<file path="src/design/gmbt_pkg.sv">
// ============================================================================
// gmbt_pkg
// Shared types, constants and helpers for the grid block mean threshold block.
// ============================================================================
package gmbt_pkg;

    localparam int MAX_IMAGE_DIM_DEF     = 4096;
    localparam int MAX_BLOCKS_ACROSS_DEF = 16;
    localparam int MAX_BLOCKS_DOWN_DEF   = 16;

    localparam int DIM_REG_W  = 13;
    localparam int GRID_REG_W = 5;
    localparam int CUTOFF_W   = 10;
    localparam int CFG_ADDR_W = 3;
    localparam int CFG_DATA_W = 13;
    localparam int CHAN_W     = 8;
    localparam int PIX_SUM_W  = 10;
    localparam int INDEX_W    = 8;
    localparam int BX_W       = 6;   // holds a block column index up to 63

    localparam int RESET_IMAGE_WIDTH   = 640;
    localparam int RESET_IMAGE_HEIGHT  = 480;
    localparam int RESET_BLOCKS_ACROSS = 10;
    localparam int RESET_BLOCKS_DOWN   = 8;
    localparam int RESET_CUTOFF        = 0;

    typedef enum logic [CFG_ADDR_W-1:0] {
        CFG_IMAGE_WIDTH   = 3'd0,
        CFG_IMAGE_HEIGHT  = 3'd1,
        CFG_BLOCKS_ACROSS = 3'd2,
        CFG_BLOCKS_DOWN   = 3'd3,
        CFG_CUTOFF        = 3'd4
    } t_cfg_index;

    typedef struct packed {
        logic              frame_start;
        logic [CHAN_W-1:0] chan_a;
        logic [CHAN_W-1:0] chan_b;
        logic [CHAN_W-1:0] chan_c;
    } t_pix_in;

    typedef struct packed {
        logic               bit_value;
        logic [INDEX_W-1:0] block_index;
        logic               last_block;
    } t_bit_out;

    // one classified pixel, front to back
    typedef struct packed {
        logic                 frame_start;
        logic                 acc;
        logic                 emit;
        logic [BX_W-1:0]      bx;
        logic [PIX_SUM_W-1:0] pix;
        logic [INDEX_W-1:0]   block_index;
        logic                 last_block;
    } t_item;

    typedef struct packed {
        logic ready;   // latched geometry matches the registers
        logic done;    // one-cycle pulse when a new result lands
    } t_geom_status;

    // zero reads as one, oversize saturates
    function automatic int clamp_range(int v, int hi);
        int r;
        r = v;
        if (v == 0) begin
            r = 1;
        end else if (v > hi) begin
            r = hi;
        end
        return r;
    endfunction

endpackage

</file>
<file path="src/design/gmbt_stream_if.sv">
// ============================================================================
// gmbt_stream_if
// Valid/ready stream channel carrying one payload per request.
// ============================================================================
interface gmbt_stream_if #(
    parameter type T = logic
);
    logic valid;
    logic ready;
    T     data;

    modport source (output valid, output data, input ready);
    modport sink   (input valid, input data, output ready);
endinterface

</file>
<file path="src/design/gmbt_geom.sv">
// ============================================================================
// gmbt_geom
// Configuration registers and the frame geometry unit: block size by
// iterative division, then the decision level by two registered multiplies.
// ============================================================================
module gmbt_geom #(
    parameter int MAX_IMAGE_DIM     = gmbt_pkg::MAX_IMAGE_DIM_DEF,
    parameter int MAX_BLOCKS_ACROSS = gmbt_pkg::MAX_BLOCKS_ACROSS_DEF,
    parameter int MAX_BLOCKS_DOWN   = gmbt_pkg::MAX_BLOCKS_DOWN_DEF,
    localparam int DIM_W = $clog2(MAX_IMAGE_DIM + 1),
    localparam int GX_W  = $clog2(MAX_BLOCKS_ACROSS + 1),
    localparam int GY_W  = $clog2(MAX_BLOCKS_DOWN + 1),
    localparam int LEV_W = gmbt_pkg::CUTOFF_W + 2 * DIM_W
) (
    input  logic                            i_clk,
    input  logic                            i_rst_n,
    input  logic                            i_cfg_we,
    input  logic [gmbt_pkg::CFG_ADDR_W-1:0] i_cfg_addr,
    input  logic [gmbt_pkg::CFG_DATA_W-1:0] i_cfg_data,
    output gmbt_pkg::t_geom_status          o_status,
    output logic [DIM_W-1:0]                o_fw,
    output logic [DIM_W-1:0]                o_bw,
    output logic [DIM_W-1:0]                o_bh,
    output logic [GX_W-1:0]                 o_gx,
    output logic [GY_W-1:0]                 o_gy,
    output logic [LEV_W-1:0]                o_level
);
    import gmbt_pkg::*;

    localparam int CNT_W  = $clog2(DIM_W + 1);
    localparam int PROD_W = CUTOFF_W + DIM_W;

    typedef enum logic [1:0] {ST_IDLE, ST_DIV, ST_MUL1, ST_MUL2} t_state;

    t_state                r_state;
    logic                  r_dirty;
    logic                  r_done;
    logic [DIM_REG_W-1:0]  r_cfg_w;
    logic [DIM_REG_W-1:0]  r_cfg_h;
    logic [GRID_REG_W-1:0] r_cfg_gx;
    logic [GRID_REG_W-1:0] r_cfg_gy;
    logic [CUTOFF_W-1:0]   r_cfg_cut;

    // snapshot taken when a computation starts
    logic [DIM_W-1:0]    r_fw, r_fh;
    logic [GX_W-1:0]     r_gx;
    logic [GY_W-1:0]     r_gy;
    logic [CUTOFF_W-1:0] r_cut;

    logic [DIM_W-1:0]  r_nw, r_nh, r_qw, r_qh, r_rw, r_rh;
    logic [CNT_W-1:0]  r_cnt;
    logic [PROD_W-1:0] r_prod;

    logic [DIM_W:0] n_sw, n_sh;
    logic           n_bw, n_bh;

    always_comb begin
        n_sw = {r_rw, r_nw[DIM_W-1]};
        n_sh = {r_rh, r_nh[DIM_W-1]};
        n_bw = (n_sw >= (DIM_W+1)'(r_gx));
        n_bh = (n_sh >= (DIM_W+1)'(r_gy));
    end

    always_ff @(posedge i_clk) begin
        if (!i_rst_n) begin
            r_state   <= ST_DIV;
            r_dirty   <= 1'b0;
            r_done    <= 1'b0;
            r_cfg_w   <= DIM_REG_W'(RESET_IMAGE_WIDTH);
            r_cfg_h   <= DIM_REG_W'(RESET_IMAGE_HEIGHT);
            r_cfg_gx  <= GRID_REG_W'(RESET_BLOCKS_ACROSS);
            r_cfg_gy  <= GRID_REG_W'(RESET_BLOCKS_DOWN);
            r_cfg_cut <= CUTOFF_W'(RESET_CUTOFF);
            r_fw      <= DIM_W'(clamp_range(RESET_IMAGE_WIDTH, MAX_IMAGE_DIM));
            r_fh      <= DIM_W'(clamp_range(RESET_IMAGE_HEIGHT, MAX_IMAGE_DIM));
            r_gx      <= GX_W'(clamp_range(RESET_BLOCKS_ACROSS, MAX_BLOCKS_ACROSS));
            r_gy      <= GY_W'(clamp_range(RESET_BLOCKS_DOWN, MAX_BLOCKS_DOWN));
            r_cut     <= CUTOFF_W'(RESET_CUTOFF);
            r_nw      <= DIM_W'(clamp_range(RESET_IMAGE_WIDTH, MAX_IMAGE_DIM));
            r_nh      <= DIM_W'(clamp_range(RESET_IMAGE_HEIGHT, MAX_IMAGE_DIM));
            r_qw      <= '0;
            r_qh      <= '0;
            r_rw      <= '0;
            r_rh      <= '0;
            r_cnt     <= '0;
        end else begin
            r_done <= 1'b0;
            case (r_state)
                ST_IDLE: begin
                    if (r_dirty) begin
                        r_dirty <= 1'b0;
                        r_fw    <= DIM_W'(clamp_range(int'(r_cfg_w), MAX_IMAGE_DIM));
                        r_fh    <= DIM_W'(clamp_range(int'(r_cfg_h), MAX_IMAGE_DIM));
                        r_gx    <= GX_W'(clamp_range(int'(r_cfg_gx), MAX_BLOCKS_ACROSS));
                        r_gy    <= GY_W'(clamp_range(int'(r_cfg_gy), MAX_BLOCKS_DOWN));
                        r_cut   <= r_cfg_cut;
                        r_nw    <= DIM_W'(clamp_range(int'(r_cfg_w), MAX_IMAGE_DIM));
                        r_nh    <= DIM_W'(clamp_range(int'(r_cfg_h), MAX_IMAGE_DIM));
                        r_qw    <= '0;
                        r_qh    <= '0;
                        r_rw    <= '0;
                        r_rh    <= '0;
                        r_cnt   <= '0;
                        r_state <= ST_DIV;
                    end
                end
                ST_DIV: begin
                    // restoring division, one quotient bit of each per cycle
                    r_rw  <= n_bw ? DIM_W'(n_sw - (DIM_W+1)'(r_gx)) : DIM_W'(n_sw);
                    r_rh  <= n_bh ? DIM_W'(n_sh - (DIM_W+1)'(r_gy)) : DIM_W'(n_sh);
                    r_qw  <= {r_qw[DIM_W-2:0], n_bw};
                    r_qh  <= {r_qh[DIM_W-2:0], n_bh};
                    r_nw  <= r_nw << 1;
                    r_nh  <= r_nh << 1;
                    r_cnt <= r_cnt + 1'b1;
                    if (r_cnt == CNT_W'(DIM_W - 1)) begin
                        r_state <= ST_MUL1;
                    end
                end
                ST_MUL1: begin
                    r_prod  <= PROD_W'(r_cut) * PROD_W'(r_qw);
                    r_state <= ST_MUL2;
                end
                ST_MUL2: begin
                    o_level <= LEV_W'(r_prod) * LEV_W'(r_qh);
                    o_fw    <= r_fw;
                    o_bw    <= r_qw;
                    o_bh    <= r_qh;
                    o_gx    <= r_gx;
                    o_gy    <= r_gy;
                    r_done  <= 1'b1;
                    r_state <= ST_IDLE;
                end
                default: begin
                    r_state <= ST_IDLE;
                end
            endcase

            if (i_cfg_we) begin
                r_dirty <= 1'b1;
                case (t_cfg_index'(i_cfg_addr))
                    CFG_IMAGE_WIDTH:   r_cfg_w   <= i_cfg_data;
                    CFG_IMAGE_HEIGHT:  r_cfg_h   <= i_cfg_data;
                    CFG_BLOCKS_ACROSS: r_cfg_gx  <= i_cfg_data[GRID_REG_W-1:0];
                    CFG_BLOCKS_DOWN:   r_cfg_gy  <= i_cfg_data[GRID_REG_W-1:0];
                    CFG_CUTOFF:        r_cfg_cut <= i_cfg_data[CUTOFF_W-1:0];
                    default: begin
                    end
                endcase
            end
        end
    end

    assign o_status.ready = (r_state == ST_IDLE) && !r_dirty;
    assign o_status.done  = r_done;

    a_cfg_drops_ready: assert property (@(posedge i_clk) disable iff (!i_rst_n)
        i_cfg_we |=> !o_status.ready)
        else $error("geometry reported ready right after a config write");

    a_div_result: assert property (@(posedge i_clk) disable iff (!i_rst_n)
        r_done |-> ((32'(o_bw) * 32'(o_gx) <= 32'(o_fw)) &&
                    (32'(o_fw) < (32'(o_bw) + 32'd1) * 32'(o_gx))))
        else $error("block width is not the floor of width over blocks");

endmodule

</file>
<file path="src/design/gmbt_front.sv">
// ============================================================================
// gmbt_front
// Accepts pixels, tracks the raster position against the latched geometry
// and classifies each pixel into its block column for the back end.
// ============================================================================
module gmbt_front #(
    parameter int MAX_IMAGE_DIM     = gmbt_pkg::MAX_IMAGE_DIM_DEF,
    parameter int MAX_BLOCKS_ACROSS = gmbt_pkg::MAX_BLOCKS_ACROSS_DEF,
    parameter int MAX_BLOCKS_DOWN   = gmbt_pkg::MAX_BLOCKS_DOWN_DEF,
    localparam int DIM_W = $clog2(MAX_IMAGE_DIM + 1),
    localparam int GX_W  = $clog2(MAX_BLOCKS_ACROSS + 1),
    localparam int GY_W  = $clog2(MAX_BLOCKS_DOWN + 1),
    localparam int LEV_W = gmbt_pkg::CUTOFF_W + 2 * DIM_W
) (
    input  logic                   i_clk,
    input  logic                   i_rst_n,
    gmbt_stream_if.sink            i_pix,
    input  gmbt_pkg::t_geom_status i_status,
    input  logic [DIM_W-1:0]       i_fw,
    input  logic [DIM_W-1:0]       i_bw,
    input  logic [DIM_W-1:0]       i_bh,
    input  logic [GX_W-1:0]        i_gx,
    input  logic [GY_W-1:0]        i_gy,
    input  logic [LEV_W-1:0]       i_level,
    input  logic                   i_q_full,
    output logic                   o_push,
    output gmbt_pkg::t_item        o_item,
    output logic [LEV_W-1:0]       o_level
);
    import gmbt_pkg::*;

    logic               r_boot;
    logic [DIM_W-1:0]   r_fw, r_bw, r_bh;
    logic [GX_W-1:0]    r_gx;
    logic [GY_W-1:0]    r_gy;
    logic [LEV_W-1:0]   r_level;
    logic [DIM_W-1:0]   r_col, r_cx, r_ry;
    logic [GX_W-1:0]    r_bx;
    logic [GY_W-1:0]    r_by;
    logic [INDEX_W-1:0] r_base;

    logic               fs, take;
    logic [DIM_W-1:0]   g_fw, g_bw, g_bh, col, cx, ry;
    logic [GX_W-1:0]    g_gx, bx;
    logic [GY_W-1:0]    g_gy, by;
    logic [INDEX_W-1:0] base;
    logic               in_region, cx_end, ry_end;
    logic [DIM_W-1:0]   n_col, n_cx, n_ry;
    logic [GX_W-1:0]    n_bx;
    logic [GY_W-1:0]    n_by;
    logic [INDEX_W-1:0] n_base;

    assign i_pix.ready = !r_boot && i_status.ready && !i_q_full;
    assign take        = i_pix.valid && i_pix.ready;
    assign fs          = i_pix.data.frame_start;

    always_comb begin
        // a frame start pixel already uses the freshly latched geometry
        g_fw = fs ? i_fw : r_fw;
        g_bw = fs ? i_bw : r_bw;
        g_bh = fs ? i_bh : r_bh;
        g_gx = fs ? i_gx : r_gx;
        g_gy = fs ? i_gy : r_gy;
        col  = fs ? '0 : r_col;
        cx   = fs ? '0 : r_cx;
        ry   = fs ? '0 : r_ry;
        bx   = fs ? '0 : r_bx;
        by   = fs ? '0 : r_by;
        base = fs ? '0 : r_base;

        in_region = (g_bw != '0) && (g_bh != '0) && (bx < g_gx) && (by < g_gy);
        cx_end    = (cx == g_bw - 1'b1);
        ry_end    = (ry == g_bh - 1'b1);

        o_item.frame_start = fs;
        o_item.acc         = in_region;
        o_item.emit        = in_region && cx_end && ry_end;
        o_item.bx          = BX_W'(bx);
        o_item.pix         = PIX_SUM_W'(i_pix.data.chan_a) + PIX_SUM_W'(i_pix.data.chan_b)
                           + PIX_SUM_W'(i_pix.data.chan_c);
        o_item.block_index = base + INDEX_W'(bx);
        o_item.last_block  = (bx == g_gx - 1'b1) && (by == g_gy - 1'b1);

        n_col  = col;
        n_cx   = cx;
        n_ry   = ry;
        n_bx   = bx;
        n_by   = by;
        n_base = base;
        if (col == g_fw - 1'b1) begin
            n_col = '0;
            n_cx  = '0;
            n_bx  = '0;
            if (ry_end) begin
                n_ry = '0;
                if (by < g_gy) begin
                    n_by   = by + 1'b1;
                    n_base = base + INDEX_W'(g_gx);
                end
            end else begin
                n_ry = ry + 1'b1;
            end
        end else begin
            n_col = col + 1'b1;
            if (bx < g_gx) begin
                if (cx_end) begin
                    n_cx = '0;
                    n_bx = bx + 1'b1;
                end else begin
                    n_cx = cx + 1'b1;
                end
            end
        end
    end

    always_ff @(posedge i_clk) begin
        if (!i_rst_n) begin
            r_boot <= 1'b1;
            r_col  <= '0;
            r_cx   <= '0;
            r_ry   <= '0;
            r_bx   <= '0;
            r_by   <= '0;
            r_base <= '0;
        end else begin
            if ((r_boot && i_status.done) || (take && fs)) begin
                r_boot  <= 1'b0;
                r_fw    <= i_fw;
                r_bw    <= i_bw;
                r_bh    <= i_bh;
                r_gx    <= i_gx;
                r_gy    <= i_gy;
                r_level <= i_level;
            end
            if (take) begin
                r_col  <= n_col;
                r_cx   <= n_cx;
                r_ry   <= n_ry;
                r_bx   <= n_bx;
                r_by   <= n_by;
                r_base <= n_base;
            end
        end
    end

    assign o_push  = take;
    assign o_level = r_level;

    a_region_bounds: assert property (@(posedge i_clk) disable iff (!i_rst_n)
        (take && o_item.acc) |-> (cx < g_bw) && (ry < g_bh))
        else $error("pixel placed outside its block");

endmodule

</file>
<file path="src/design/gmbt_queue.sv">
// ============================================================================
// gmbt_queue
// Short register FIFO of classified pixels between front and back.
// ============================================================================
module gmbt_queue #(
    parameter int DEPTH = 4
) (
    input  logic            i_clk,
    input  logic            i_rst_n,
    input  logic            i_push,
    input  gmbt_pkg::t_item i_item,
    input  logic            i_pop,
    output logic            o_full,
    output logic            o_valid,
    output gmbt_pkg::t_item o_item
);
    import gmbt_pkg::*;

    localparam int PTR_W = (DEPTH > 1) ? $clog2(DEPTH) : 1;
    localparam int CNT_W = $clog2(DEPTH + 1);

    t_item            r_mem [DEPTH];
    logic [PTR_W-1:0] r_wp, r_rp;
    logic [CNT_W-1:0] r_cnt;

    always_ff @(posedge i_clk) begin
        if (!i_rst_n) begin
            r_wp  <= '0;
            r_rp  <= '0;
            r_cnt <= '0;
        end else begin
            if (i_push) begin
                r_mem[r_wp] <= i_item;
                r_wp <= (r_wp == PTR_W'(DEPTH - 1)) ? '0 : r_wp + 1'b1;
            end
            if (i_pop) begin
                r_rp <= (r_rp == PTR_W'(DEPTH - 1)) ? '0 : r_rp + 1'b1;
            end
            case ({i_push, i_pop})
                2'b10:   r_cnt <= r_cnt + 1'b1;
                2'b01:   r_cnt <= r_cnt - 1'b1;
                default: r_cnt <= r_cnt;
            endcase
        end
    end

    assign o_full  = (r_cnt == CNT_W'(DEPTH));
    assign o_valid = (r_cnt != '0);
    assign o_item  = r_mem[r_rp];

    a_no_overflow: assert property (@(posedge i_clk) disable iff (!i_rst_n)
        (i_push && !i_pop) |-> !o_full)
        else $error("request pushed into a full queue");

endmodule

</file>
<file path="src/design/gmbt_back.sv">
// ============================================================================
// gmbt_back
// Column accumulators, block decision and the output register.
// ============================================================================
module gmbt_back #(
    parameter int MAX_IMAGE_DIM     = gmbt_pkg::MAX_IMAGE_DIM_DEF,
    parameter int MAX_BLOCKS_ACROSS = gmbt_pkg::MAX_BLOCKS_ACROSS_DEF,
    parameter int MAX_BLOCKS_DOWN   = gmbt_pkg::MAX_BLOCKS_DOWN_DEF,
    localparam int DIM_W = $clog2(MAX_IMAGE_DIM + 1),
    localparam int LEV_W = gmbt_pkg::CUTOFF_W + 2 * DIM_W
) (
    input  logic             i_clk,
    input  logic             i_rst_n,
    input  logic             i_q_valid,
    input  gmbt_pkg::t_item  i_item,
    input  logic [LEV_W-1:0] i_level,
    output logic             o_pop,
    gmbt_stream_if.source    o_bit
);
    import gmbt_pkg::*;

    localparam int IX_W = (MAX_BLOCKS_ACROSS > 1) ? $clog2(MAX_BLOCKS_ACROSS) : 1;

    // decision level of the register defaults, used until the first frame start
    localparam longint RST_BW = longint'(clamp_range(RESET_IMAGE_WIDTH, MAX_IMAGE_DIM)
                                / clamp_range(RESET_BLOCKS_ACROSS, MAX_BLOCKS_ACROSS));
    localparam longint RST_BH = longint'(clamp_range(RESET_IMAGE_HEIGHT, MAX_IMAGE_DIM)
                                / clamp_range(RESET_BLOCKS_DOWN, MAX_BLOCKS_DOWN));
    localparam logic [LEV_W-1:0] RST_LEVEL = LEV_W'(longint'(RESET_CUTOFF) * RST_BW * RST_BH);

    logic [LEV_W-1:0] r_sum [MAX_BLOCKS_ACROSS];
    logic             r_ov;
    t_bit_out         r_out;
    logic [LEV_W-1:0] r_level;

    logic [IX_W-1:0]  ix;
    logic [LEV_W-1:0] n_sum;
    logic [LEV_W-1:0] lvl;

    assign ix    = i_item.bx[IX_W-1:0];
    assign o_pop = i_q_valid && (!i_item.emit || !r_ov || o_bit.ready);
    assign n_sum = (i_item.frame_start ? '0 : r_sum[ix]) + LEV_W'(i_item.pix);
    // the front's level belongs to the newest frame start; while an older
    // frame drains from the queue its own level is held here
    assign lvl   = i_item.frame_start ? i_level : r_level;

    always_ff @(posedge i_clk) begin
        if (!i_rst_n) begin
            r_ov    <= 1'b0;
            r_level <= RST_LEVEL;
            for (int i = 0; i < MAX_BLOCKS_ACROSS; i++) begin
                r_sum[i] <= '0;
            end
        end else begin
            if (r_ov && o_bit.ready) begin
                r_ov <= 1'b0;
            end
            if (o_pop) begin
                if (i_item.frame_start) begin
                    r_level <= i_level;
                    for (int i = 0; i < MAX_BLOCKS_ACROSS; i++) begin
                        r_sum[i] <= '0;
                    end
                end
                if (i_item.acc) begin
                    // a finished block restarts its column accumulator
                    r_sum[ix] <= i_item.emit ? '0 : n_sum;
                end
                if (i_item.emit) begin
                    r_ov                <= 1'b1;
                    r_out.bit_value     <= (n_sum > lvl);
                    r_out.block_index   <= i_item.block_index;
                    r_out.last_block    <= i_item.last_block;
                end
            end
        end
    end

    assign o_bit.valid = r_ov;
    assign o_bit.data  = r_out;

    a_no_result_overrun: assert property (@(posedge i_clk) disable iff (!i_rst_n)
        (r_ov && !o_bit.ready) |-> !(o_pop && i_item.emit))
        else $error("new result would overwrite an undelivered one");

endmodule

</file>
<file path="src/design/grid_block_mean_threshold.sv">
// ============================================================================
// grid_block_mean_threshold
// Per-block channel-mean threshold over a raster pixel stream.
// ============================================================================
// Usage:
//   i_pix carries one pixel per request (frame_start, chan_a/b/c) in raster
//   order; o_bit carries one request per finished grid block (bit_value,
//   block_index, last_block) in row-major block order. Both channels are
//   valid/ready.
//   Registers are to be written on i_cfg_we with i_cfg_addr/i_cfg_data only
//   while the block is idle; the block does not enforce this. They take effect
//   at the next frame_start pixel. Throughput: one pixel per clock while the
//   geometry unit is ready and the queue is not full. After a register write
//   the geometry unit recomputes the block size (a bit-serial divider, one
//   quotient bit per cycle over the dimension width) and the decision level
//   (registered multiplies); pixels are held off meanwhile. The same
//   computation runs once after reset. A block's bottom-right pixel is first
//   written into the queue; its result is then registered in the output register.
//   Reset clears the counters, the column sums and restores the register
//   defaults. When the receiver stalls, one result waits in the output
//   register and the 4-deep queue keeps taking pixels until it fills.
// ============================================================================
module grid_block_mean_threshold #(
    parameter int MAX_IMAGE_DIM     = gmbt_pkg::MAX_IMAGE_DIM_DEF,
    parameter int MAX_BLOCKS_ACROSS = gmbt_pkg::MAX_BLOCKS_ACROSS_DEF,
    parameter int MAX_BLOCKS_DOWN   = gmbt_pkg::MAX_BLOCKS_DOWN_DEF
) (
    input  logic                            i_clk,
    input  logic                            i_rst_n,
    input  logic                            i_cfg_we,
    input  logic [gmbt_pkg::CFG_ADDR_W-1:0] i_cfg_addr,
    input  logic [gmbt_pkg::CFG_DATA_W-1:0] i_cfg_data,
    gmbt_stream_if.sink                     i_pix,
    gmbt_stream_if.source                   o_bit
);
    import gmbt_pkg::*;

    localparam int DIM_W = $clog2(MAX_IMAGE_DIM + 1);
    localparam int GX_W  = $clog2(MAX_BLOCKS_ACROSS + 1);
    localparam int GY_W  = $clog2(MAX_BLOCKS_DOWN + 1);
    localparam int LEV_W = CUTOFF_W + 2 * DIM_W;

    t_geom_status     geom_status;
    logic [DIM_W-1:0] geom_fw, geom_bw, geom_bh;
    logic [GX_W-1:0]  geom_gx;
    logic [GY_W-1:0]  geom_gy;
    logic [LEV_W-1:0] geom_level, act_level;

    logic  q_push, q_pop, q_full, q_valid;
    t_item push_item, head_item;

    gmbt_geom #(
        .MAX_IMAGE_DIM     (MAX_IMAGE_DIM),
        .MAX_BLOCKS_ACROSS (MAX_BLOCKS_ACROSS),
        .MAX_BLOCKS_DOWN   (MAX_BLOCKS_DOWN)
    ) u_geom (
        .i_clk      (i_clk),
        .i_rst_n    (i_rst_n),
        .i_cfg_we   (i_cfg_we),
        .i_cfg_addr (i_cfg_addr),
        .i_cfg_data (i_cfg_data),
        .o_status   (geom_status),
        .o_fw       (geom_fw),
        .o_bw       (geom_bw),
        .o_bh       (geom_bh),
        .o_gx       (geom_gx),
        .o_gy       (geom_gy),
        .o_level    (geom_level)
    );

    gmbt_front #(
        .MAX_IMAGE_DIM     (MAX_IMAGE_DIM),
        .MAX_BLOCKS_ACROSS (MAX_BLOCKS_ACROSS),
        .MAX_BLOCKS_DOWN   (MAX_BLOCKS_DOWN)
    ) u_front (
        .i_clk    (i_clk),
        .i_rst_n  (i_rst_n),
        .i_pix    (i_pix),
        .i_status (geom_status),
        .i_fw     (geom_fw),
        .i_bw     (geom_bw),
        .i_bh     (geom_bh),
        .i_gx     (geom_gx),
        .i_gy     (geom_gy),
        .i_level  (geom_level),
        .i_q_full (q_full),
        .o_push   (q_push),
        .o_item   (push_item),
        .o_level  (act_level)
    );

    gmbt_queue #(
        .DEPTH (4)
    ) u_queue (
        .i_clk   (i_clk),
        .i_rst_n (i_rst_n),
        .i_push  (q_push),
        .i_item  (push_item),
        .i_pop   (q_pop),
        .o_full  (q_full),
        .o_valid (q_valid),
        .o_item  (head_item)
    );

    gmbt_back #(
        .MAX_IMAGE_DIM     (MAX_IMAGE_DIM),
        .MAX_BLOCKS_ACROSS (MAX_BLOCKS_ACROSS),
        .MAX_BLOCKS_DOWN   (MAX_BLOCKS_DOWN)
    ) u_back (
        .i_clk     (i_clk),
        .i_rst_n   (i_rst_n),
        .i_q_valid (q_valid),
        .i_item    (head_item),
        .i_level   (act_level),
        .o_pop     (q_pop),
        .o_bit     (o_bit)
    );

endmodule

</file>
<file path="src/flat_wrapper.sv">
// flat-port wrapper written by rule: the top's interface ports become plain ports
module grid_block_mean_threshold_flat import gmbt_pkg::*;
#(
    parameter int MAX_IMAGE_DIM     = gmbt_pkg::MAX_IMAGE_DIM_DEF,
    parameter int MAX_BLOCKS_ACROSS = gmbt_pkg::MAX_BLOCKS_ACROSS_DEF,
    parameter int MAX_BLOCKS_DOWN   = gmbt_pkg::MAX_BLOCKS_DOWN_DEF
)
  (i_clk, i_rst_n, i_cfg_we, i_cfg_addr, i_cfg_data, i_pix_valid, i_pix_data, i_pix_ready, o_bit_valid, o_bit_data, o_bit_ready);
  gmbt_stream_if #(.T(t_pix_in)) i_pix_i ();
  gmbt_stream_if #(.T(t_bit_out)) o_bit_i ();
  input  logic i_clk;
  input  logic i_rst_n;
  input  logic i_cfg_we;
  input  logic [gmbt_pkg::CFG_ADDR_W-1:0] i_cfg_addr;
  input  logic [gmbt_pkg::CFG_DATA_W-1:0] i_cfg_data;
  input wire logic [$bits(i_pix_i.valid)-1:0] i_pix_valid;
  input wire logic [$bits(i_pix_i.data)-1:0] i_pix_data;
  output wire logic [$bits(i_pix_i.ready)-1:0] i_pix_ready;
  output wire logic [$bits(o_bit_i.valid)-1:0] o_bit_valid;
  output wire logic [$bits(o_bit_i.data)-1:0] o_bit_data;
  input wire logic [$bits(o_bit_i.ready)-1:0] o_bit_ready;
  assign i_pix_i.valid = i_pix_valid;
  assign i_pix_i.data = i_pix_data;
  assign i_pix_ready = i_pix_i.ready;
  assign o_bit_valid = o_bit_i.valid;
  assign o_bit_data = o_bit_i.data;
  assign o_bit_i.ready = o_bit_ready;
  grid_block_mean_threshold #(.MAX_IMAGE_DIM(MAX_IMAGE_DIM), .MAX_BLOCKS_ACROSS(MAX_BLOCKS_ACROSS), .MAX_BLOCKS_DOWN(MAX_BLOCKS_DOWN)) u_core (.i_clk(i_clk), .i_rst_n(i_rst_n), .i_cfg_we(i_cfg_we), .i_cfg_addr(i_cfg_addr), .i_cfg_data(i_cfg_data), .i_pix(i_pix_i), .o_bit(o_bit_i));
endmodule
</file>
<file path="config.mk">
export PLATFORM = sky130hd
export DESIGN_NAME = grid_block_mean_threshold_flat
export DESIGN_NICKNAME = d
export VERILOG_FILES = /design/src/design/gmbt_pkg.sv /design/src/design/gmbt_stream_if.sv /design/src/design/gmbt_geom.sv /design/src/design/gmbt_front.sv /design/src/design/gmbt_queue.sv /design/src/design/gmbt_back.sv /design/src/design/grid_block_mean_threshold.sv /design/src/flat_wrapper.sv
export SDC_FILE = /design/constraint.sdc
export NUM_CORES = 2
export LEC_CHECK = 0
export CORE_MARGIN = 2
export CORE_UTILIZATION = 55
export DETAILED_ROUTE_END_ITERATION = 10
export DONT_BUFFER_PORTS = 1
export PLACE_DENSITY = 0.73
export SYNTH_ARGS = -nofsm -noshare
export SYNTH_HDL_FRONTEND = slang
export SYNTH_SLANG_ARGS = --single-unit
</file>
<file path="constraint.sdc">
create_clock -name i_clk -period 7.1 [get_ports i_clk]
set_input_delay 0 -clock i_clk [delete_from_list [all_inputs] [get_ports i_clk]]
set_output_delay 0 -clock i_clk [all_outputs]
set_load 0.02 [all_outputs]
</file>
==> results <==
- The top-level port count is 58.
- In this run the tool buffered the top-level ports with 0 buffer cells.
- The count of state elements after synthesis is 1152.
- The category of the critical setup timing path is reg -> reg.
- The number of global-route vias before repair is approximately 47000.
- The die is ~350 um wide.
- The CTS root buffer is sky130_fd_sc_hd__clkbuf_16.
- The signal on the critical path passes through mux4_4, buf_12, mux4_2, mux4_2, and2_1, ha_1, o21ai_0, a21boi_1, o21ai_1, a211oi_2, o211ai_4, nand3b_1, nor4bb_2, buf_4, nor2_1, ha_1, nand4_1, nor4_2, nand4_1, o211a_1.
- The number of nets handed over by synthesis was 6511.
- The finished cells cover between 70000 and 80000 um^2.
- The critical path startpoint category is a flip-flop.
- Sorting the synthesized cells by how often they occur yields 883 x sky130_fd_sc_hd__edfxtp_1, 638 x sky130_fd_sc_hd__nor2_1, 590 x sky130_fd_sc_hd__nand2_1, 463 x sky130_fd_sc_hd__inv_1, 332 x sky130_fd_sc_hd__fa_1.
- The net switching power figure is 7.88 mW.
- In this run, the number of DRC markers left after iteration 0 of detailed routing was just over 5000.
- For this run, the number of Yosys warnings is 0.
- The most used standard cell by instance count after synthesis is sky130_fd_sc_hd__edfxtp_1.
- The cell family contributing the most delay on the critical path is simple AND/OR/NAND/NOR gates.
- Detailed routing inserted a total of 46112 vias.
- The mean instance size in the synthesized netlist is 11.3 um^2.
- The total negative slack is 0 ns.
- The count of final max-slew check failures was 0.
- The minimum clock period after layout is 6.71 ns.
- The area used by multi-input combinational logic is 31400 um^2.
- The cell area after technology mapping is between 60000 and 70000 um^2.
- The type of the most critical hold path is in -> reg.
- The depth of the CTS H-tree is 3.
- The total global routing track utilization is 0.282.
- The number of enable flip-flop cells after synthesis is 883.
- The number of antenna-violating nets in the routed design is 0.
- Measured against its own limit, the worst slew margin works out to 0.199.
- STA classifies the critical path endpoint as a flip-flop.
- Summed over all nets, the half-perimeter wirelength after detailed placement is between 100000 and 150000 um.
- The number of failing hold endpoints at the final stage is 0.
- Counting the fill cells in the layout gives 9350.
- The die area is 124000 um^2.
- The number of remaining DRC errors is 0.
- TritonCTS created 114 clock buffers.
- The total clock sinks is 1152.
- After clock tree synthesis, the clock-pin slew on the worst setup and hold paths is 0.06 ns.
- The highest-utilization routing layer at the global route stage is met2.
- The cell-internal power is about 15 mW.
- The largest stage delay on the critical path is just over 0.8 ns.
- The share of the synthesized area in the top cell type is 0.399.
- The most frequently used flop master after synthesis is sky130_fd_sc_hd__edfxtp_1.
- Clock skew on the completed layout was measured at 0.0486 ns.
- Across the run, the number of max-cap violations was 0.
- Setup violations remaining at the end of the flow were counted as 0.
- For this run, the top clock speed supported by timing is 149 MHz.
- Setup repair after global routing left no endpoint under its margin.
- The number of iterations in the first detailed-routing pass is 6.
- For the worst-skew pair, the clock arrives at the later sink with an insertion delay of 0.75 ns.
- The net count of the finished layout is between 6000 and 7000.
- The routed via count divided by cell count is about 6.1.
- The clock tree from TritonCTS is built.
- Of the total power, the share spent switching nets is 0.349.
- The async set-or-reset flop fraction in the synthesized netlist is 0.
- The number of buffers and inverters on the critical path is 2.
- At the pin with the least slew margin, the transition time is 1.19 ns.
- STA puts the critical path data arrival time at 7.22 ns.
- The region available for standard cell placement spans 120000 um^2.
- The row count is 127.
- The antenna diode count is 0.
- For this run, global-route usage on met3 was measured as 0.0495.
- The ratio of total power to cell area is about 310 nW/um^2.
- The share of total power dissipated in the clock network is 0.278.
- Counting along the longest clock path gives a buffer depth of 3.
- Summed over all layers, the routed wires come to 174000 um.
- Of the total power, registers draw 0.411.
- The static leakage is 27.8 nW.
- The placed instances occupy a cell area of 68000 um^2.
- The register cell area after layout is 31900 um^2.
- The largest total area in the synthesized netlist belongs to sky130_fd_sc_hd__edfxtp_1.
- The top fanout value on the critical path is 26.
- The fraction of layout cells with a size suffix above 1 is 0.0940.
- The met1 usage in global routing is 0.359.
- The share of the clock period used by the worst path after layout is 0.945.
- The total grt overflow is 0.
- The fraction of the yosys area taken by sequential cells is 0.480.
- The post-layout utilization of the core is 0.608.
- The area overhead of the layout relative to synthesis is 9.63%.
- In the synthesized netlist, the number of instances is 5887.
- The die outline height is around 350 um.
- The pin count of the biggest net entering global routing is 170.
- The first global-routing pass estimated 268000 um of wire.
- The run finished with clean final reports.
- Yosys attributes the largest share of cell area to sky130_fd_sc_hd__edfxtp_1 40%, sky130_fd_sc_hd__fa_1 10%, sky130_fd_sc_hd__dfxtp_1 8.1%.
- The met2 usage in global routing is 0.479.
- The logic gate share of total power is 0.311.
- For this configuration, the core starts out at a cell density of 0.554.
- The slowest stage of the critical path belongs to the cell sky130_fd_sc_hd__mux4_4.
- The number of different library cells in the post-synthesis netlist is 99.
- At the worst endpoint, the required time is 7.61 ns.
- Dividing the detail-routed wire length by the instance count gives roughly 23 um.
- VDD sags by at most 0.000259 V.
- Routability-driven placement finished with a final weighted congestion of 0.911.
- The number of antenna violations at the first check in global routing was 2.
==> layer usage <==
metal  share of wire  vias to the layer above
li1                -                    20548
met1            0.38                    22739
met2            0.49                     2314
met3           0.088                      507
met4           0.045                        4
met5         0.00030                        -
==> state kept, by name, indices dropped and copies added, names as in the netlist, 23 cells and up, named ones only <==
| register | count |
|---|---|
| u_core.u_back.r_level | 36 |
| u_core.u_geom.r_prod | 23 |
| u_core.u_back.r_sum | 576 |
| u_core.u_front.o_level | 36 |
| u_core.u_geom.o_level | 36 |
| u_core.u_queue.r_mem | 104 |
==> cell families after synthesis <==
group                    count (synthesis)  synth area share
AND/OR/NAND/NOR                       2008             0.142
flip-flops                            1152             0.480
buffers and inverters                  826            0.0502
AO/OA/AOI/OAI                          778            0.0766
adder cells (fa/ha/maj)                578             0.146
multiplexers                           379            0.0819
XOR/XNOR                               166            0.0219
==> timing repair <==
item                                   CTS  global route
setup endpoints to repair                0             1
hold buffers                            84             0
buffers inserted                         0             2
endpoints found under the hold margin  421             0
gates resized for setup                  0             2
==> power by group through the flow <==
stage	Clock (mW)	Combinational, mW	Sequential [mW]
after global routing	6.57	7.61	9.39
after CTS	6.31	6.91	9.28
after floorplan	0	5.02	9.17
final	6.27	7.02	9.30
after detailed placement	0	6.79	9.41
after global placement	0	6.63	9.34
==> metrics by stage <==
step           hold slack [ns]  std cells  worst slack (ns)  total power, mW
2_1_floorplan           0.0989       5887            0.0278             14.2
3_3_place_gp            0.0982       7255             0.474             16.0
3_5_place_dp             0.107       7255             0.361             16.2
4_1_cts               0.000733       7556             0.317             22.5
5_1_grt                 0.0518       7559            0.0124             23.6
6_report                0.0245       7559             0.387             22.6
==> area by class of cell <==
| class | count | area share |
|---|---|---|
| Clock buffer | 143 | 0.0427 |
| Tap cell | 1612 | 0.0277 |
| Timing Repair Buffer | 204 | 0.0253 |
| Multi-Input combinational cell | 3910 | 0.431 |
| Inverter | 464 | 0.0240 |
| Sequential cell | 1152 | 0.438 |
| Clock inverter | 74 | 0.0107 |
==> path summary, 6_finish.rpt <==
check | start | endpoint | slack [ns] | cells after the start
hold / removal | i_rst_n | u_core.u_geom.r_prod[0] | 0.02 | 1
hold reg to reg | u_core.u_geom.r_fw[11] | u_core.u_geom.o_fw[11] | 0.39 | 0
setup reg to reg | flip-flop | u_core.u_back.o_bit.data[9] | 0.39 | 20
setup / recovery | flip-flop | u_core.u_back.o_bit.data[9] | 0.39 | 20
==> cells in the final DEF, fill, tap and decap left out, types with 29 or more instances in the layout <==
cell / instances
sky130_fd_sc_hd__a211oi_1: 72
sky130_fd_sc_hd__a21o_1: 47
sky130_fd_sc_hd__a21oi_1: 253
sky130_fd_sc_hd__a22oi_1: 60
sky130_fd_sc_hd__and2_1: 203
sky130_fd_sc_hd__buf_4: 115
sky130_fd_sc_hd__clkbuf_16: 117
sky130_fd_sc_hd__dfxtp_1: 268
sky130_fd_sc_hd__dlygate4sd3_1: 82
sky130_fd_sc_hd__edfxtp_1: 883
sky130_fd_sc_hd__fa_1: 332
sky130_fd_sc_hd__ha_1: 246
sky130_fd_sc_hd__inv_1: 462
sky130_fd_sc_hd__mux2i_1: 226
sky130_fd_sc_hd__mux4_2: 128
sky130_fd_sc_hd__nand2_1: 574
sky130_fd_sc_hd__nand2b_1: 29
sky130_fd_sc_hd__nand3_1: 68
sky130_fd_sc_hd__nand4_1: 34
sky130_fd_sc_hd__nor2_1: 638
sky130_fd_sc_hd__nor2b_1: 49
sky130_fd_sc_hd__nor3_1: 188
sky130_fd_sc_hd__o21ai_0: 100
sky130_fd_sc_hd__xnor2_1: 102
sky130_fd_sc_hd__xor2_1: 62
(Power assumes the default switching activity.)
